**src/hw/rtl/lir_pkg.sv**
```systemverilog
// Shared types and constants for the linear interpolation resampler.
// No dependencies; every other file of the block refers to this package.

package lir_pkg;

    // Default sizing of the datapath.
    localparam int SAMPLE_WIDTH_DEF = 32;
    localparam int FRAC_WIDTH_DEF   = 16;
    localparam int MAX_RATIO_DEF    = 64;

    // Fixed widths of the step register and of the sample fields on the ports.
    localparam int STEP_W = 32;
    localparam int PORT_W = 32;

    // Sequencer states.
    typedef enum logic [2:0] {
        ST_IDLE,
        ST_DECIDE,
        ST_START,
        ST_WAIT,
        ST_EMIT
    } ctrl_state_t;

    // Sequencer to serial interpolator.
    typedef struct packed {
        logic start;
    } mac_ctl_t;

    // Serial interpolator back to the sequencer.
    typedef struct packed {
        logic done;
    } mac_sts_t;

    // Sequencer to the output register.
    typedef struct packed {
        logic load;
        logic last;
    } emit_t;

endpackage

```
**src/hw/rtl/lir_if.sv**
```systemverilog
// Valid/ready stream interfaces for the resampler's input and output beats.
// Depends on lir_pkg for the port field widths.

interface lir_in_if;
    logic                        valid;
    logic                        ready;
    logic [lir_pkg::PORT_W-1:0]  sample_in;

    modport source  (output valid, output sample_in, input ready);
    modport sink    (input valid, input sample_in, output ready);
    modport monitor (input valid, input ready, input sample_in);
endinterface

interface lir_out_if;
    logic                        valid;
    logic                        ready;
    logic [lir_pkg::PORT_W-1:0]  sample_out;
    logic                        last_of_run;

    modport source  (output valid, output sample_out, output last_of_run, input ready);
    modport sink    (input valid, input sample_out, input last_of_run, output ready);
    modport monitor (input valid, input ready, input sample_out, input last_of_run);
endinterface

```
**src/hw/rtl/lir_mac.sv**
```systemverilog
// Serial interpolator: base + diff * frac / 2^FRAC_WIDTH, truncated toward zero.
// One fraction bit is consumed per cycle by a shift-and-add multiplier.
// Depends on lir_pkg for the control and status structs.

module lir_mac #(
    parameter int SAMPLE_WIDTH = lir_pkg::SAMPLE_WIDTH_DEF,
    parameter int FRAC_WIDTH   = lir_pkg::FRAC_WIDTH_DEF
) (
    input  logic                         clk,
    input  logic                         rst_n,
    input  lir_pkg::mac_ctl_t            ctl,
    input  logic signed [SAMPLE_WIDTH-1:0] base,
    input  logic signed [SAMPLE_WIDTH:0]   diff,
    input  logic [FRAC_WIDTH-1:0]        frac,
    output lir_pkg::mac_sts_t            sts,
    output logic signed [SAMPLE_WIDTH-1:0] result
);

    localparam int HW = SAMPLE_WIDTH + 2;
    localparam int CW = $clog2(FRAC_WIDTH + 1);

    logic                  busy_reg, busy_next;
    logic                  fin_reg, fin_next;
    logic                  done_reg, done_next;
    logic [CW-1:0]         cnt_reg, cnt_next;
    logic signed [HW-1:0]  hi_reg, hi_next;
    logic [FRAC_WIDTH-1:0] lo_reg, lo_next;
    logic signed [HW-1:0]  q_reg, q_next;
    logic                  nz_reg, nz_next;

    logic signed [HW-1:0]  addend;
    logic signed [HW-1:0]  sum;
    logic signed [HW-1:0]  q_adj;
    logic                  last_bit;

    // Partial product step: add diff when the current fraction bit is set.
    assign addend   = lo_reg[0] ? HW'(diff) : '0;
    assign sum      = hi_reg + addend;
    assign last_bit = (cnt_reg == CW'(1));

    // Control flags of the multiplier.
    always_comb
    begin
        busy_next = busy_reg;
        cnt_next  = cnt_reg;
        if (ctl.start)
        begin
            busy_next = 1'b1;
            cnt_next  = CW'(FRAC_WIDTH);
        end
        else if (busy_reg)
        begin
            cnt_next = cnt_reg - CW'(1);
            if (last_bit)
            begin
                busy_next = 1'b0;
            end
        end
        fin_next  = busy_reg && last_bit;
        done_next = fin_reg;
    end

    // Product shift register and the final add of the base sample.
    always_comb
    begin
        hi_next = hi_reg;
        lo_next = lo_reg;
        q_next  = q_reg;
        nz_next = nz_reg;
        if (ctl.start)
        begin
            hi_next = '0;
            lo_next = frac;
        end
        else if (busy_reg)
        begin
            hi_next = sum >>> 1;
            lo_next = {sum[0], lo_reg[FRAC_WIDTH-1:1]};
        end
        if (fin_reg)
        begin
            q_next  = hi_reg + HW'(base);
            nz_next = |lo_reg;
        end
    end

    always_ff @(posedge clk or negedge rst_n)
    begin
        if (!rst_n)
        begin
            busy_reg <= 1'b0;
            fin_reg  <= 1'b0;
            done_reg <= 1'b0;
            cnt_reg  <= '0;
        end
        else
        begin
            busy_reg <= busy_next;
            fin_reg  <= fin_next;
            done_reg <= done_next;
            cnt_reg  <= cnt_next;
        end
    end

    always_ff @(posedge clk)
    begin
        hi_reg <= hi_next;
        lo_reg <= lo_next;
        q_reg  <= q_next;
        nz_reg <= nz_next;
    end

    // The floor quotient moves up by one when it is negative and inexact.
    assign q_adj    = q_reg + HW'({1'b0, q_reg[HW-1] && nz_reg});
    assign result   = q_adj[SAMPLE_WIDTH-1:0];
    assign sts.done = done_reg;

endmodule

```
**src/hw/rtl/lir_ctrl.sv**
```systemverilog
// Resampler sequencer: input beats, position tracking and the run of outputs.
// Depends on lir_pkg for the state type and the inter-module structs.

module lir_ctrl #(
    parameter int SAMPLE_WIDTH = lir_pkg::SAMPLE_WIDTH_DEF,
    parameter int FRAC_WIDTH   = lir_pkg::FRAC_WIDTH_DEF,
    parameter int MAX_RATIO    = lir_pkg::MAX_RATIO_DEF
) (
    input  logic                           clk,
    input  logic                           rst_n,
    input  logic                           in_valid,
    input  logic [SAMPLE_WIDTH-1:0]        in_sample,
    output logic                           in_ready,
    input  logic [lir_pkg::STEP_W-1:0]     step,
    output lir_pkg::mac_ctl_t              mac_ctl,
    input  lir_pkg::mac_sts_t              mac_sts,
    output logic signed [SAMPLE_WIDTH-1:0] base,
    output logic signed [SAMPLE_WIDTH:0]   diff,
    output logic [FRAC_WIDTH-1:0]          frac,
    input  logic                           out_free,
    output lir_pkg::emit_t                 emit
);

    localparam int STEP_W = lir_pkg::STEP_W;
    localparam int AW     = STEP_W + 1 - FRAC_WIDTH;
    localparam int NW     = (MAX_RATIO > 1) ? $clog2(MAX_RATIO) : 1;
    localparam logic [STEP_W-1:0] MIN_STEP = STEP_W'((1 << FRAC_WIDTH) / MAX_RATIO);

    lir_pkg::ctrl_state_t state_reg, state_next;

    logic                           primed_reg, primed_next;
    logic [AW-1:0]                  ahead_reg, ahead_next;
    logic [NW-1:0]                  n_reg, n_next;
    logic [FRAC_WIDTH-1:0]          frac_reg, frac_next;
    logic signed [SAMPLE_WIDTH-1:0] prev_reg, prev_next;
    logic signed [SAMPLE_WIDTH-1:0] cur_reg, cur_next;
    logic signed [SAMPLE_WIDTH:0]   diff_reg, diff_next;

    logic [STEP_W-1:0]              inc;
    logic [STEP_W:0]                pos_sum;
    logic [AW-1:0]                  jump;
    logic                           run_end;
    logic                           skip;

    // Position advance; small steps are raised to the minimum.
    assign inc     = (step < MIN_STEP) ? MIN_STEP : step;
    assign pos_sum = (STEP_W + 1)'(frac_reg) + (STEP_W + 1)'(inc);
    assign jump    = pos_sum[STEP_W:FRAC_WIDTH];
    assign run_end = (jump != '0) || (n_reg == NW'(MAX_RATIO - 1));

    // An input that only primes or falls inside a jump produces nothing.
    assign skip = !primed_reg || (ahead_reg != '0);

    // Next state.
    always_comb
    begin
        state_next = state_reg;
        unique case (state_reg)
            lir_pkg::ST_IDLE:
            begin
                if (in_valid)
                begin
                    state_next = lir_pkg::ST_DECIDE;
                end
            end
            lir_pkg::ST_DECIDE:
            begin
                state_next = skip ? lir_pkg::ST_IDLE : lir_pkg::ST_START;
            end
            lir_pkg::ST_START:
            begin
                state_next = lir_pkg::ST_WAIT;
            end
            lir_pkg::ST_WAIT:
            begin
                if (mac_sts.done)
                begin
                    state_next = lir_pkg::ST_EMIT;
                end
            end
            lir_pkg::ST_EMIT:
            begin
                if (out_free)
                begin
                    state_next = run_end ? lir_pkg::ST_IDLE : lir_pkg::ST_START;
                end
            end
            default:
            begin
                state_next = lir_pkg::ST_IDLE;
            end
        endcase
    end

    // State outputs.
    always_comb
    begin
        in_ready      = 1'b0;
        mac_ctl.start = 1'b0;
        emit.load     = 1'b0;
        emit.last     = run_end;
        unique case (state_reg)
            lir_pkg::ST_IDLE:
            begin
                in_ready = 1'b1;
            end
            lir_pkg::ST_START:
            begin
                mac_ctl.start = 1'b1;
            end
            lir_pkg::ST_EMIT:
            begin
                emit.load = out_free;
            end
            default:
            begin
                in_ready = 1'b0;
            end
        endcase
    end

    // Sample and position registers.
    always_comb
    begin
        primed_next = primed_reg;
        ahead_next  = ahead_reg;
        n_next      = n_reg;
        frac_next   = frac_reg;
        prev_next   = prev_reg;
        cur_next    = cur_reg;
        diff_next   = diff_reg;
        unique case (state_reg)
            lir_pkg::ST_IDLE:
            begin
                if (in_valid)
                begin
                    cur_next = in_sample;
                end
            end
            lir_pkg::ST_DECIDE:
            begin
                if (!primed_reg)
                begin
                    primed_next = 1'b1;
                    prev_next   = cur_reg;
                end
                else if (ahead_reg != '0)
                begin
                    ahead_next = ahead_reg - AW'(1);
                    prev_next  = cur_reg;
                end
                else
                begin
                    diff_next = (SAMPLE_WIDTH + 1)'(cur_reg) - (SAMPLE_WIDTH + 1)'(prev_reg);
                    n_next    = '0;
                end
            end
            lir_pkg::ST_EMIT:
            begin
                if (out_free)
                begin
                    frac_next = pos_sum[FRAC_WIDTH-1:0];
                    if (run_end)
                    begin
                        ahead_next = (jump != '0) ? (jump - AW'(1)) : '0;
                        prev_next  = cur_reg;
                    end
                    else
                    begin
                        n_next = n_reg + NW'(1);
                    end
                end
            end
            default:
            begin
                n_next = n_reg;
            end
        endcase
    end

    always_ff @(posedge clk or negedge rst_n)
    begin
        if (!rst_n)
        begin
            state_reg  <= lir_pkg::ST_IDLE;
            primed_reg <= 1'b0;
            ahead_reg  <= '0;
            n_reg      <= '0;
            frac_reg   <= '0;
            prev_reg   <= '0;
        end
        else
        begin
            state_reg  <= state_next;
            primed_reg <= primed_next;
            ahead_reg  <= ahead_next;
            n_reg      <= n_next;
            frac_reg   <= frac_next;
            prev_reg   <= prev_next;
        end
    end

    always_ff @(posedge clk)
    begin
        cur_reg  <= cur_next;
        diff_reg <= diff_next;
    end

    assign base = prev_reg;
    assign diff = diff_reg;
    assign frac = frac_reg;

endmodule

```
**src/hw/rtl/linear_interp_resampler_top.sv**
```systemverilog
// Linear interpolation sample rate converter: top level with the step register
// and the output register. Depends on lir_pkg, lir_if, lir_ctrl and lir_mac.
//
// Each output sample is computed by the shift-and-add interpolator, which
// takes one fraction bit per cycle. An input beat keeps the block busy until
// its k outputs are issued, with k at most MAX_RATIO; an input that only primes
// the previous sample or falls inside a whole-sample jump causes no output. The
// output register lets the next output be computed while the current one waits,
// and an output backpressure stall holds the sequencer until that register is
// free. Write the step register only while the block is idle; it resets to 1.0.

module linear_interp_resampler_top #(
    parameter int SAMPLE_WIDTH = lir_pkg::SAMPLE_WIDTH_DEF,
    parameter int FRAC_WIDTH   = lir_pkg::FRAC_WIDTH_DEF,
    parameter int MAX_RATIO    = lir_pkg::MAX_RATIO_DEF
) (
    input  logic                       clk,
    input  logic                       rst_n,
    input  logic                       cfg_we,
    input  logic [lir_pkg::STEP_W-1:0] cfg_wdata,
    lir_in_if.sink                     in_ch,
    lir_out_if.source                  out_ch
);

    localparam int STEP_W = lir_pkg::STEP_W;
    localparam int PORT_W = lir_pkg::PORT_W;
    localparam logic [STEP_W-1:0] STEP_ONE = STEP_W'(1) << FRAC_WIDTH;

    logic [STEP_W-1:0]              step_reg, step_next;
    logic                           out_valid_reg, out_valid_next;
    logic signed [PORT_W-1:0]       out_sample_reg, out_sample_next;
    logic                           out_last_reg, out_last_next;

    lir_pkg::mac_ctl_t              mac_ctl;
    lir_pkg::mac_sts_t              mac_sts;
    lir_pkg::emit_t                 emit;
    logic signed [SAMPLE_WIDTH-1:0] base;
    logic signed [SAMPLE_WIDTH:0]   diff;
    logic [FRAC_WIDTH-1:0]          frac;
    logic signed [SAMPLE_WIDTH-1:0] mac_result;
    logic                           out_free;
    logic                           in_ready;

    // Step register.
    assign step_next = cfg_we ? cfg_wdata : step_reg;

    // Output register: loads a result beat, clears when the beat is taken.
    assign out_free = !out_valid_reg || out_ch.ready;

    always_comb
    begin
        out_valid_next  = out_valid_reg;
        out_sample_next = out_sample_reg;
        out_last_next   = out_last_reg;
        if (emit.load)
        begin
            out_valid_next  = 1'b1;
            out_sample_next = PORT_W'(mac_result);
            out_last_next   = emit.last;
        end
        else if (out_ch.ready)
        begin
            out_valid_next = 1'b0;
        end
    end

    always_ff @(posedge clk or negedge rst_n)
    begin
        if (!rst_n)
        begin
            step_reg      <= STEP_ONE;
            out_valid_reg <= 1'b0;
        end
        else
        begin
            step_reg      <= step_next;
            out_valid_reg <= out_valid_next;
        end
    end

    always_ff @(posedge clk)
    begin
        out_sample_reg <= out_sample_next;
        out_last_reg   <= out_last_next;
    end

    lir_ctrl #(
        .SAMPLE_WIDTH (SAMPLE_WIDTH),
        .FRAC_WIDTH   (FRAC_WIDTH),
        .MAX_RATIO    (MAX_RATIO)
    ) u_ctrl (
        .clk       (clk),
        .rst_n     (rst_n),
        .in_valid  (in_ch.valid),
        .in_sample (in_ch.sample_in[SAMPLE_WIDTH-1:0]),
        .in_ready  (in_ready),
        .step      (step_reg),
        .mac_ctl   (mac_ctl),
        .mac_sts   (mac_sts),
        .base      (base),
        .diff      (diff),
        .frac      (frac),
        .out_free  (out_free),
        .emit      (emit)
    );

    lir_mac #(
        .SAMPLE_WIDTH (SAMPLE_WIDTH),
        .FRAC_WIDTH   (FRAC_WIDTH)
    ) u_mac (
        .clk    (clk),
        .rst_n  (rst_n),
        .ctl    (mac_ctl),
        .base   (base),
        .diff   (diff),
        .frac   (frac),
        .sts    (mac_sts),
        .result (mac_result)
    );

    assign in_ch.ready        = in_ready;
    assign out_ch.valid       = out_valid_reg;
    assign out_ch.sample_out  = out_sample_reg;
    assign out_ch.last_of_run = out_last_reg;

endmodule

```
**src/flat_wrapper.sv**
```systemverilog
// flat-port wrapper written by rule: the top's interface ports become plain ports
module linear_interp_resampler_top_flat 
#(
    parameter int SAMPLE_WIDTH = lir_pkg::SAMPLE_WIDTH_DEF,
    parameter int FRAC_WIDTH   = lir_pkg::FRAC_WIDTH_DEF,
    parameter int MAX_RATIO    = lir_pkg::MAX_RATIO_DEF
)
  (clk, rst_n, cfg_we, cfg_wdata, in_ch_valid, in_ch_sample_in, in_ch_ready, out_ch_valid, out_ch_sample_out, out_ch_last_of_run, out_ch_ready);
  lir_in_if in_ch_i ();
  lir_out_if out_ch_i ();
  input  logic clk;
  input  logic rst_n;
  input  logic cfg_we;
  input  logic [lir_pkg::STEP_W-1:0] cfg_wdata;
  input wire logic [$bits(in_ch_i.valid)-1:0] in_ch_valid;
  input wire logic [$bits(in_ch_i.sample_in)-1:0] in_ch_sample_in;
  output wire logic [$bits(in_ch_i.ready)-1:0] in_ch_ready;
  output wire logic [$bits(out_ch_i.valid)-1:0] out_ch_valid;
  output wire logic [$bits(out_ch_i.sample_out)-1:0] out_ch_sample_out;
  output wire logic [$bits(out_ch_i.last_of_run)-1:0] out_ch_last_of_run;
  input wire logic [$bits(out_ch_i.ready)-1:0] out_ch_ready;
  assign in_ch_i.valid = in_ch_valid;
  assign in_ch_i.sample_in = in_ch_sample_in;
  assign in_ch_ready = in_ch_i.ready;
  assign out_ch_valid = out_ch_i.valid;
  assign out_ch_sample_out = out_ch_i.sample_out;
  assign out_ch_last_of_run = out_ch_i.last_of_run;
  assign out_ch_i.ready = out_ch_ready;
  linear_interp_resampler_top #(.SAMPLE_WIDTH(SAMPLE_WIDTH), .FRAC_WIDTH(FRAC_WIDTH), .MAX_RATIO(MAX_RATIO)) u_core (.clk(clk), .rst_n(rst_n), .cfg_we(cfg_we), .cfg_wdata(cfg_wdata), .in_ch(in_ch_i), .out_ch(out_ch_i));
endmodule
```
**config.mk**
```make
export PLATFORM = sky130hd
export DESIGN_NAME = linear_interp_resampler_top_flat
export DESIGN_NICKNAME = d
export VERILOG_FILES = /design/src/hw/rtl/lir_pkg.sv /design/src/hw/rtl/lir_if.sv /design/src/hw/rtl/lir_mac.sv /design/src/hw/rtl/lir_ctrl.sv /design/src/hw/rtl/linear_interp_resampler_top.sv /design/src/flat_wrapper.sv
export SDC_FILE = /design/constraint.sdc
export NUM_CORES = 1
export LEC_CHECK = 0
export BUFFER_PORTS_ARGS = -buffer_cell sky130_fd_sc_hd__buf_2
export CAP_MARGIN = 20
export CORE_MARGIN = 2
export CORE_UTILIZATION = 65
export CTS_CLUSTER_DIAMETER = 30
export DETAILED_ROUTE_END_ITERATION = 7
export GPL_ROUTABILITY_DRIVEN = 0
export PLACE_DENSITY_LB_ADDON = 0.12
export SLEW_MARGIN = 20
export SYNTH_ARGS = -nofsm -noshare
export SYNTH_HDL_FRONTEND = slang
export SYNTH_SLANG_ARGS = --single-unit
```
**constraint.sdc**
```tcl
create_clock -name clk -period 8 [get_ports clk]
set_clock_uncertainty 0.15 [all_clocks]
set_input_delay 1.6 -clock clk [delete_from_list [all_inputs] [get_ports clk]]
set_output_delay 1.6 -clock clk [all_outputs]
set_load 0.02 [all_outputs]
```
==> impl_metrics.tcl <==
set metrics [dict create \
    wirelength_um 42900 \
    cap_violations 0 \
    rsz0062_at_grt "no" \
    routed_via_density 6.08 \
    dr.pass1.iters 5 \
    cts_num_sinks 297 \
    synth_edf_count 148 \
    cts_tree "done" \
    r2r-end "u_core.u_ctrl.base[16]" \
    yosysWarnings 0 \
    peakVddDrop_v 0.000256 \
    synth-seq-cells 297 \
    regArea_sq_um 8010 \
    status "completed" \
    avgSynthCellArea_sq_um 9.94 \
    hp-start "u_core.u_mac.hi_reg[11]" \
    antenna_left 0 \
    layout.nets 2133 \
    yosys-top-cells-area "edfxtp_1 25%, dfrtp_1 16%, ha_1 8.5%" \
    final_util_pct 78.7 \
    min_path_cells 2 \
    cp-end-kind "register" \
    total_power_mw 6.34 \
    fin_crit_sh_pct 72.3 \
    cts_buffer_depth 3 \
    grt_max_degree 63 \
    synth_nets 2001 \
    area_growth_pct 18.5 \
    hold_end "u_core.u_mac.hi_reg[11]" \
    synthCells 1806 \
    fp-row-count 60 \
    setup_violations 0 \
    synth-main-ff-cell "edfxtp_1" \
    grt_pass1_wl_um 69600 \
    instances_no_fill 2339 \
    ys_types 81 \
    die_w_um 170 \
    numPortBuffers 103 \
    hold_buffers 0 \
    yosysSeqAreaShare_pct 44.6 \
    crit_type "register to register" \
    routedWlPerCell_um 18.3 \
    dpl.hpwl_um 29000 \
    cp_data_required_time_ns 8.29 \
    postCtsSetupRepairBufs 0 \
    first_iter_violations 1184 \
    worst_r2r_startpoint "u_core.step_reg[21]" \
    startpoint_type "register" \
    crit_arrival_ns 6.07 \
    slew_headroom_pct 24.3 \
    slew_viol_final 0 \
    synth_top_cell_area_share_pct 24.7 \
    root_buffer "clkbuf_16" \
    rrSetupSlack_ns 2.22 \
    critPathMaxFanout 20 \
    numCtsBuffers 71 \
    cts_resized 0 \
    power_density_nw_per_um2 298 \
    grt_pass1_vias 14100 \
    synth_largest_area_cell "edfxtp_1" \
    syn_area_sq_um 18000 \
    track_usage_pct 30.0 \
    clk_latency_ns 0.57 \
    drc 0 \
    num_io_pins 104 \
    cts.reportedPaths.clkPinSlew_ns 0.04 \
    fillers 1757 \
    hold_path.class "register to register" \
    final_layout_size_suffix_gt1_share_pct 14.8 \
    max_freq_ghz 0.173 \
    start_util_pct 66.4 \
    ctsHtreeMaxLevel 3 \
    p_leak_nw 9.21 \
    dp.cells 2205 \
    worstMarginPinSlew_ns 1.13 \
    via_count 14200 \
    grt_overflow 0 \
    r2r_cells 19 \
    finalSetupTns_ns 0 \
    core_sq_um 27000 \
    synthArstFlopShare_pct 39.1 \
    antenna_found_initial 1 \
    die_area_sq_um 29000 \
    multi_input_area_sq_um 9380 \
    die_h_um 170 \
    hold_viol 0 \
    period_needed_ns 5.78 \
]
## critical path: stages, from the launching register on
cell and delay [ns]:
dfrtp_1 0.49, nor4_1 0.38, nand4_1 0.14, nor2_1 0.17, buf_4 0.21, nor2b_1 0.07
ha_1 0.22, fa_1 0.42, a21oi_1 0.26, o22ai_2 0.16, o31ai_1 0.38, a21o_2 0.31
a2111o_1 0.26, nor2_1 0.11, a211oi_1 0.50, nor4b_4 0.08, buf_4 0.23, nor2_4 0.49
buf_12 0.26, mux2_1 0.35
## per-layer routing
metal	share of wire, %	vias up	global-route usage, %	wire (um)
met3	6.3	114	5.47	2710
met1	45	6757	40.7	19200
li1	-	6853	-	-
met5	0	-	0	0
met4	3.0	0	11.9	1290
met2	46	508	48.1	19600
## synthesized netlist by cell type (all sizes together) (7+ instances only)
cell    number
a211o       10
a211oi      18
a21o        51
a21oi      106
a31oi       13
and2        50
and3        22
buf         12
clkbuf      44
dfrtp      115
dfxtp       33
edfxtp     148
ha         122
inv         94
mux2        66
mux2i       16
nand2      187
nand2b      17
nand3       54
nand4       18
nor2       125
nor2b       27
nor3        35
nor3b        7
nor4        24
o211ai      17
o21a        13
o21ai       79
o21bai      16
o31ai       23
or2         15
or3         15
xnor2       91
xor2        43
## per-stage QoR
stage	hold WS [ns]	setup slack, ns	instance area [sq um]
global route	0.360	1.86	21300
CTS	0.337	2.03	21200
floorplan	0.312	3.09	18000
detailed placement	0.333	2.19	18800
global placement	0.329	2.33	18800
finish	0.341	2.22	21300
## power by group
part	leakage [nW]	switching (mW)	total, mW	internal (mW)
combinational	5.02	0.782	1.40	0.618
sequential	3.00	0.166	1.98	1.82
clock	1.19	0.909	2.95	2.05
total	9.21	1.86	6.34	4.48
## worst max-delay path by stage
stage                        startpoint                endpoint  cells after the start
finish              u_core.step_reg[21]  u_core.u_ctrl.base[16]                     19
global route        u_core.step_reg[21]  u_core.u_ctrl.base[13]                     19
CTS                 u_core.step_reg[21]   u_core.u_ctrl.base[0]                     18
detailed placement  u_core.step_reg[21]  u_core.u_ctrl.base[16]                     18
global placement    u_core.step_reg[21]  u_core.u_ctrl.base[18]                     18
floorplan           u_core.step_reg[21]  u_core.u_ctrl.base[22]                     20
## layout make-up
cell class | instances | share of cell area, %
inverter | 94 | 1.66
tap | 341 | 2.01
clock inverter | 43 | 2.68
sequential | 297 | 37.7
antenna | 1 | 0.0118
timing repair buffer | 115 | 2.92
multi-input combinational | 1359 | 44.1
clock buffer | 89 | 8.96
## cell usage in the layout (no fill, tap or decap), drive strengths merged, types with 51 or more instances in the layout
| cell | Yosys | routed |
|---|---|---|
| ha | 122 | 122 |
| a21o | 51 | 51 |
| a21oi | 106 | 106 |
| nor2 | 125 | 125 |
| buf | 12 | 115 |
| xnor2 | 91 | 91 |
| mux2 | 66 | 66 |
| nand2 | 187 | 187 |
| nand3 | 54 | 54 |
| dfrtp | 115 | 115 |
| clkbuf | 44 | 89 |
| edfxtp | 148 | 148 |
| inv | 94 | 96 |
| o21ai | 79 | 79 |
## cell families after synthesis
| logic type | Yosys count | share of synthesized area, % |
|---|---|---|
| compound gates | 401 | 14.8 |
| mux | 82 | 5.03 |
| flops | 297 | 44.6 |
| xor+xnor | 134 | 6.54 |
| fa+ha+maj | 126 | 8.95 |
| buf+inv | 150 | 3.22 |
| simple gates | 616 | 16.9 |
Note: power is estimated with default switching activity, not from simulation.
